### config.mk
export PLATFORM = sky130hd
export DESIGN_NAME = irmq_cell
export DESIGN_NICKNAME = d
export VERILOG_FILES = /design/src/irmq_pkg.sv /design/src/irmq_cell.sv
export SDC_FILE = /design/constraint.sdc
export NUM_CORES = 1
export LEC_CHECK = 0
export ABC_AREA = 1
export BUFFER_PORTS_ARGS = -buffer_cell sky130_fd_sc_hd__buf_4
export CAP_MARGIN = 0
export CORE_MARGIN = 10
export CORE_UTILIZATION = 52
export DETAILED_ROUTE_END_ITERATION = 8
export PLACE_DENSITY = 0.84
export SLEW_MARGIN = 10
export SYNTH_ARGS = -nofsm -noshare
export SYNTH_HDL_FRONTEND = slang
export SYNTH_SLANG_ARGS = --single-unit
### constraint.sdc
create_clock -name clk -period 10.29 [get_ports clk]
set_input_delay 1.029 -clock clk [delete_from_list [all_inputs] [get_ports clk]]
set_output_delay 1.029 -clock clk [all_outputs]
set_load 0.05 [all_outputs]
### src/irmq_pkg.sv
// Shared constants, types and codes for the insert and range-minimum sequence core.
package irmq_pkg;

    localparam int CAPACITY = 1024;
    localparam int IDX_W    = $clog2(CAPACITY);
    localparam int CNT_W    = $clog2(CAPACITY + 1);
    localparam int POS_W    = 11;
    localparam int DATA_W   = 32;

    localparam logic signed [DATA_W-1:0] LARGEST_VALUE = 32'sh7fff_ffff;

    // Result status codes
    localparam logic [1:0] ST_OK   = 2'd0;
    localparam logic [1:0] ST_FULL = 2'd1;
    localparam logic [1:0] ST_POS  = 2'd2;

    // Request kinds
    localparam logic REQ_INSERT = 1'b0;
    localparam logic REQ_QUERY  = 1'b1;

    typedef enum logic [1:0] {
        FSM_IDLE,
        FSM_SCAN,
        FSM_DONE
    } fsm_t;

    // Control broadcast to every cell
    typedef struct packed {
        logic                     ins_en;
        logic [IDX_W-1:0]         ins_pos;
        logic signed [DATA_W-1:0] ins_value;
        logic [IDX_W-1:0]         lo;
        logic [IDX_W-1:0]         hi;
    } cell_ctl_t;

endpackage

### src/irmq_cell.sv
// One storage cell: holds an entry, shifts up on insert, carries the running minimum.
module irmq_cell
(
    input  logic                             clk,
    input  logic [irmq_pkg::IDX_W-1:0]       idx,
    input  irmq_pkg::cell_ctl_t              ctl,
    input  logic signed [irmq_pkg::DATA_W-1:0] prev_val,
    input  logic signed [irmq_pkg::DATA_W-1:0] prev_min,
    output logic signed [irmq_pkg::DATA_W-1:0] val,
    output logic signed [irmq_pkg::DATA_W-1:0] acc
);

    logic signed [irmq_pkg::DATA_W-1:0] val_reg, val_next;
    logic signed [irmq_pkg::DATA_W-1:0] acc_reg, acc_next;
    logic signed [irmq_pkg::DATA_W-1:0] masked;

    // Insert: cells above the slot take their lower neighbour, the slot takes the value
    always_comb
    begin
        val_next = val_reg;
        if (ctl.ins_en)
        begin
            if (idx > ctl.ins_pos)
                val_next = prev_val;
            else if (idx == ctl.ins_pos)
                val_next = ctl.ins_value;
        end
    end

    // Running minimum wave, one cell per cycle
    always_comb
    begin
        masked   = (idx >= ctl.lo && idx <= ctl.hi) ? val_reg : irmq_pkg::LARGEST_VALUE;
        acc_next = (masked < prev_min) ? masked : prev_min;
    end

    always_ff @(posedge clk)
    begin
        val_reg <= val_next;
        acc_reg <= acc_next;
    end

    assign val = val_reg;
    assign acc = acc_reg;

endmodule

==> flow_metrics.tcl, run 1 <==
set metrics [dict create \
    outcome "finished clean" \
    layout_setup_ws_ns 4.97 \
    ys_seq_area_share_pct 35.3 \
    hold_viol_final 0 \
    cts_hold_buffers 0 \
    portBuffers 201 \
    core_um2 8590 \
    area_growth_pct 36.9 \
    drv_slew 0 \
    max_freq_ghz 0.188 \
    synth_area_leaders "edfxtp_1 21%, ha_1 17%, dfxtp_1 14%, mux2_2 7.9%, nand3_1 7.0%" \
    cpMaxStageDelayCell "nand3_2" \
    grtUsageTotal_pct 21.0 \
    crit_type "in -> reg" \
    leakage_nw 3.27 \
    hp-class "reg -> reg" \
    setup_viol_count_final 0 \
    globalplace.congestion 0.870 \
    finalSetupTns_ns 0 \
    post-place-ws_ns 4.63 \
    reg2reg_depth 11 \
    viasPerCell 5.20 \
    cap_violations 0 \
    cpPeakStageDelay_ns 0.65 \
    io_pins 202 \
    layout_min_cycle_time_ns 5.32 \
    drt_iter0_drc 150 \
    hold_path_depth 3 \
    slew_headroom_pct 39.3 \
    die_h_um 113 \
    path_cells "buf_4 > ha_1 > nand2_2 > inv_2 > a21oi_1 > nand3_2 > nand2_2 > nand2_1 > or2_2 > ha_1 > a21oi_1 > o21a_1 > o21a_1 > o21ai_2 > a211oi_4 > a21boi_2 > nand3_2 > nand3_1 > nand2_1" \
    cp_data_arrival_time_ns 5.54 \
    grt-ovfl-total 0 \
    tightest_slew_ns 0.908 \
    power.density_nw_per_um2 171 \
    die-area_um2 12900 \
    drive_above_1_share_pct 43.3 \
    clockRootBuffer "clkbuf_8" \
    clk_latency_ns 0.34 \
    worst_setup_path_end_kind "register" \
    post-dp-hpwl_um 11300 \
    regToRegStartpoint "val[17]" \
    cts_resized 0 \
    cp_num_cells 19 \
    syn_nets 707 \
    grt_pass1_vias 4734 \
    utilization_pct 72.3 \
    irDropWorstVdd_uv 88.7 \
    start_util_pct 52.8 \
    worstReg2RegEnd "acc[14]" \
    ant_nets 0 \
    route.vias.total 4248 \
    cts_buffers 9 \
    worst_ep_required_time_ns 10.51 \
    worstPathMaxFanout 32 \
    postCtsSetupRepairBufs 0 \
    wl_per_cell_um 17.0 \
    n_antenna_cell 0 \
    finalNetCount 903 \
    die_x_um 113 \
    worstHoldEndpoint "acc[26]" \
    cts_htree_levels 3 \
    grt_max_degree 33 \
    fp-row-count 34 \
    synth_area_per_cell_um2 8.93 \
    synth_top_cell_area_share_pct 21.2 \
    yosysTopAreaCell "edfxtp_1" \
    hold_slack_ns 0.614 \
    ys_types 35 \
    clk_pin_slew_ns 0.08 \
    path_delay_family "simple AND/OR/NAND/NOR gates" \
    postLayoutCellArea_um2 6210 \
    placed_cell_area_um2 6040 \
    syn_inst 508 \
    drc_errors 0 \
    cts_tree "yes" \
    reg2reg_setup_slack_ns 6.98 \
    crit_buf_inv 2 \
    drt_pass1_iterations 4 \
    rsz0062_at_grt "no" \
    synth-seq-cells 64 \
    hp-start "val[26]" \
    finalCritPeriodShare_pct 51.7 \
    synth_warnings 0 \
    skew_ns 0.0142 \
    drt_wl_total_um 13900 \
    grt_pass1_wl_um 22300 \
    cts_sinks 64 \
    critPathLaunchType "primary input" \
    cts_buffer_depth 2 \
    antenna_found_initial 0 \
    syn_area_um2 4530 \
]
cell families (layout without fill, tap and decap cells):
family	after synthesis	after routing	synth area share [%]
mux	32	32	7.95
flops	64	64	35.3
simple gates	219	219	25.2
compound gates	33	33	4.69
buf+inv	99	300	10.0
fa+ha+maj	61	61	16.8
layout by cell type (no fill, tap or decap):
cell	instances
ha_1	61
nor3_4	1
a211oi_1	3
nor2_2	2
nand3_2	12
inv_1	80
nand2_1	84
clkinv_1	1
clkbuf_1	2
nor4b_2	1
nand3_1	63
a21oi_1	18
a31oi_1	1
nand2_4	3
o21ai_0	3
nand3_4	1
clkinvlp_4	1
a21o_1	1
nor3_1	1
o211ai_1	1
clkbuf_8	10
or2_2	31
edfxtp_1	32
dfxtp_1	32
a2111oi_0	1
nand2_2	4
a21boi_2	1
buf_4	203
inv_2	1
clkinv_2	2
o21a_1	2
nor2_1	11
mux2_2	32
nand4_1	5
a211oi_4	1
o21ai_2	1
synthesized netlist by cell type:
| master | instances |
|---|---|
| a211oi_1 | 3 |
| nand2_1 | 84 |
| a2111oi_0 | 1 |
| o21ai_0 | 3 |
| nand3_2 | 12 |
| a21oi_1 | 18 |
| buf_4 | 4 |
| clkbuf_1 | 3 |
| buf_8 | 1 |
| inv_2 | 1 |
| a21boi_2 | 1 |
| o21ai_2 | 1 |
| a21o_1 | 1 |
| nand4_1 | 5 |
| ha_1 | 61 |
| o211ai_1 | 1 |
| dfxtp_1 | 32 |
| a31oi_1 | 1 |
| o21a_1 | 2 |
| a211oi_4 | 1 |
| nand3_1 | 63 |
| nor2_1 | 11 |
| mux2_2 | 32 |
| nand3_4 | 1 |
| inv_1 | 80 |
| nor3_4 | 1 |
| buf_2 | 3 |
| edfxtp_1 | 32 |
| nand2_2 | 4 |
| nor3_1 | 1 |
| buf_6 | 7 |
| nor2_2 | 2 |
| nand2_4 | 3 |
| nor4b_2 | 1 |
| or2_2 | 31 |
power by group:
part / total, mW / leakage (nW) / switching, mW / internal, mW
logic: 0.524 / 2.62 / 0.343 / 0.181
registers: 0.346 / 0.568 / 0.0203 / 0.326
clock network: 0.189 / 0.0838 / 0.0963 / 0.0926
layout make-up:
cell class	count	area (µm²)
clock buffers	12	145
clock inverters	4	21.3
fillers	685	2380
inverters	81	304
multi-input cells	345	2480
flip-flops and latches	64	1600
well taps	108	135
repair buffers	203	1520
worst register-to-register path, cell delays in order, from the launching register on:
cell,delay (ns)
edfxtp_1,0.42
or2_2,0.33
ha_1,0.30
a21oi_1,0.17
o21a_1,0.13
o21a_1,0.12
o21ai_2,0.07
a211oi_4,0.31
a21boi_2,0.28
nand3_2,0.65
nand3_1,0.32
nand2_1,0.09
stage by stage:
stage / total power [mW] / instances
floorplan: 0.713 / 508
global placement: 0.862 / 801
detailed placement: 0.878 / 801
CTS: 1.07 / 817
global route: 1.12 / 817
finish: 1.06 / 817
worst max path at each step:
stage                     startpoint      end  slack, ns
after global routing          idx[8]  acc[19]       4.65
after CTS                     idx[8]  acc[14]       4.99
after global placement        idx[9]  acc[12]       4.95
after floorplan               ctl[9]   acc[3]       6.22
final                         idx[9]  acc[14]       4.97
after detailed placement      idx[9]  acc[22]       4.63
per-layer routing:
metal	GRT usage, %	vias to the layer above	wire (µm)
li1	-	2084	-
met3	7.72	26	1270
met1	21.0	1951	4990
met2	38.6	187	7160
met5	0	-	0
met4	8.54	0	427
(Power assumes the default switching activity.)
==> inputs of run 2 (changes only) <==
--- a/config.mk
+++ b/config.mk
@@ -9,9 +9,9 @@
 export BUFFER_PORTS_ARGS = -buffer_cell sky130_fd_sc_hd__buf_4
 export CAP_MARGIN = 0
 export CORE_MARGIN = 10
-export CORE_UTILIZATION = 52
+export CORE_UTILIZATION = 48
 export DETAILED_ROUTE_END_ITERATION = 8
-export PLACE_DENSITY = 0.84
+export PLACE_DENSITY = 0.78
 export SLEW_MARGIN = 10
 export SYNTH_ARGS = -nofsm -noshare
 export SYNTH_HDL_FRONTEND = slang
==> constraint.sdc (replaced) <==
create_clock -name clk -period 4.9 [get_ports clk]
set_input_delay 0.49 -clock clk [delete_from_list [all_inputs] [get_ports clk]]
set_output_delay 0.49 -clock clk [all_outputs]
set_load 0.05 [all_outputs]
==> run 2 against run 1 <==
Effect of this change:
- critical endpoint is now acc[19]
- first-iteration DRC count shrank 13%
- combinational power grew 110%
- register-to-register slack lost 5.0 ns
- non-clock buffer count grew 3
- via count shrank 1.3%
- global-route usage shrank 1.3 points
- clock-buffer cell count shrank 3
- wire length grew 0.56%
- worst hold slack lost 0.25 ns
- sequential cell count is the same
- die area grew 6.8%
- clock power grew to 2.6 times the previous value
==> flow_metrics.tcl, run 2 (synthesized netlist as in run 1, its figures left out) <==
set metrics [dict create \
    outcome "finished clean" \
    drv_slew 0 \
    grt_pass1_wl_um 21300 \
    cap_violations 0 \
    io_pins 202 \
    grt-ovfl-total 0 \
    crit_top_cell "nand2_1" \
    cts_resized 0 \
    cts_buffer_depth 2 \
    hold_viol_final 0 \
    hp-class "in -> reg" \
    cpMaxStageDelayCell "ha_1" \
    reg2reg_depth 12 \
    setup_viol_count_final 0 \
    finalPower_mw 2.33 \
    critPathLaunchType "primary input" \
    pwr-share-clk_pct 21.1 \
    core_um2 9240 \
    max_freq_ghz 0.258 \
    clk_latency_ns 0.34 \
    post-place-ws_ns 0.679 \
    postLayoutCellArea_um2 6310 \
    wl_per_cell_um 16.6 \
    layout_min_cycle_time_ns 3.87 \
    slew_headroom_pct 63.1 \
    crit_buf_inv 3 \
    drive_above_1_share_pct 43.8 \
    p_seq_share_pct 31.2 \
    worstPathMaxFanout 24 \
    cts_sinks 64 \
    grtUsageTotal_pct 19.7 \
    final_cell_mix "205 x buf_4, 84 x nand2_1, 80 x inv_1, 63 x nand3_1, 61 x ha_1" \
    drc_errors 0 \
    placed_cell_area_um2 6100 \
    dp_cells 825 \
    grt_pass1_vias 4550 \
    irDropWorstVdd_uv 311 \
    die_h_um 117 \
    cts_buffers 9 \
    finalNetCount 906 \
    fp-row-count 35 \
    hold_slack_ns 0.367 \
    antenna_found_initial 0 \
    die_x_um 117 \
    drt_pass1_iterations 5 \
    path_cells "buf_4 > ha_1 > nand2_1 > nand2_1 > a21oi_1 > nand3_2 > nand2_2 > nand2_1 > buf_4 > or2_2 > ha_1 > a21oi_1 > o21a_1 > o21a_1 > o21ai_2 > a211oi_4 > a21boi_2 > nand3_2 > buf_12 > nand3_1 > nand2_1" \
    clk_pin_slew_ns 0.08 \
    cts_tree "yes" \
    leakage_nw 3.31 \
    hold_path_depth 3 \
    drt_wl_total_um 13900 \
    n_antenna_cell 0 \
    area_growth_pct 39.3 \
    postCtsSetupRepairBufs 0 \
    path_delay_family "compound AO/OA/AOI/OAI gates" \
    crit_type "in -> reg" \
    finalSetupTns_ns 0 \
    start_util_pct 49.1 \
    power.density_nw_per_um2 369 \
    p_sw_mw 0.977 \
    finalCritPeriodShare_pct 79.0 \
    cts_htree_levels 3 \
    portBuffers 201 \
    cp_data_arrival_time_ns 4.09 \
    power.internal_mw 1.35 \
    globalplace.congestion 0.830 \
    die-area_um2 13700 \
    combPwrFrac_pct 47.7 \
    stdcell_count 841 \
    rsz0062_at_grt "no" \
    cts_hold_buffers 0 \
    final_common_cell "buf_4" \
    cpPeakStageDelay_ns 0.31 \
    viasPerCell 4.99 \
    swShare_pct 42.0 \
    cp_num_cells 21 \
    post-dp-hpwl_um 11400 \
    utilization_pct 68.3 \
    grt_max_degree 33 \
    worst_ep_required_time_ns 5.12 \
    clockRootBuffer "clkbuf_8" \
    ant_nets 0 \
    layout_setup_ws_ns 1.03 \
    skew_ns 0.0138 \
    drt_iter0_drc 130 \
    route.vias.total 4194 \
    worst_setup_path_end_kind "register" \
    tightest_slew_ns 0.553 \
]
run 2: changes by cell type in the layout (fill, tap and decap cells not counted), sizes merged:
cell,before,now
buf,203,206
clkbuf,12,9
clkinv,3,4
bufinv,0,2
run 2: area by class of cell:
class / instances / area, µm²
sequential: 64 / 1600
clock buffer: 9 / 124
multi-input combinational: 345 / 2480
clock inverter: 7 / 86.3
inverter: 81 / 304
tap: 129 / 161
fill: 748 / 2930
timing repair buffer: 206 / 1560
run 2: metal layers:
layer / GRT usage, % / part of all wire, %
met4: 6.10 / 1.4
met3: 6.98 / 10
met1: 20.8 / 37
met2: 35.9 / 51
met5: 0 / 0
run 2: power groups by stage:
stage,clock (mW),combinational (mW),sequential (mW)
floorplan,0,0.381,1.12
detailed placement,0,1.12,0.737
global placement,0,1.09,0.735
global route,0.517,1.19,0.739
CTS,0.498,1.12,0.727
finish,0.491,1.11,0.727
run 2: final timing paths:
path	end	slack (ns)	startpoint
setup / recovery	acc[19]	1.03	idx[7]
hold / removal	acc[22]	0.37	prev_min[22]
setup reg to reg	acc[19]	1.96	val[19]
hold reg to reg	acc[28]	0.62	val[28]
run 2: worst min-delay path, cell delays in order:
cell and delay [ns]:
buf_4 0.08, nand3_1 0.06, nand2_1 0.05
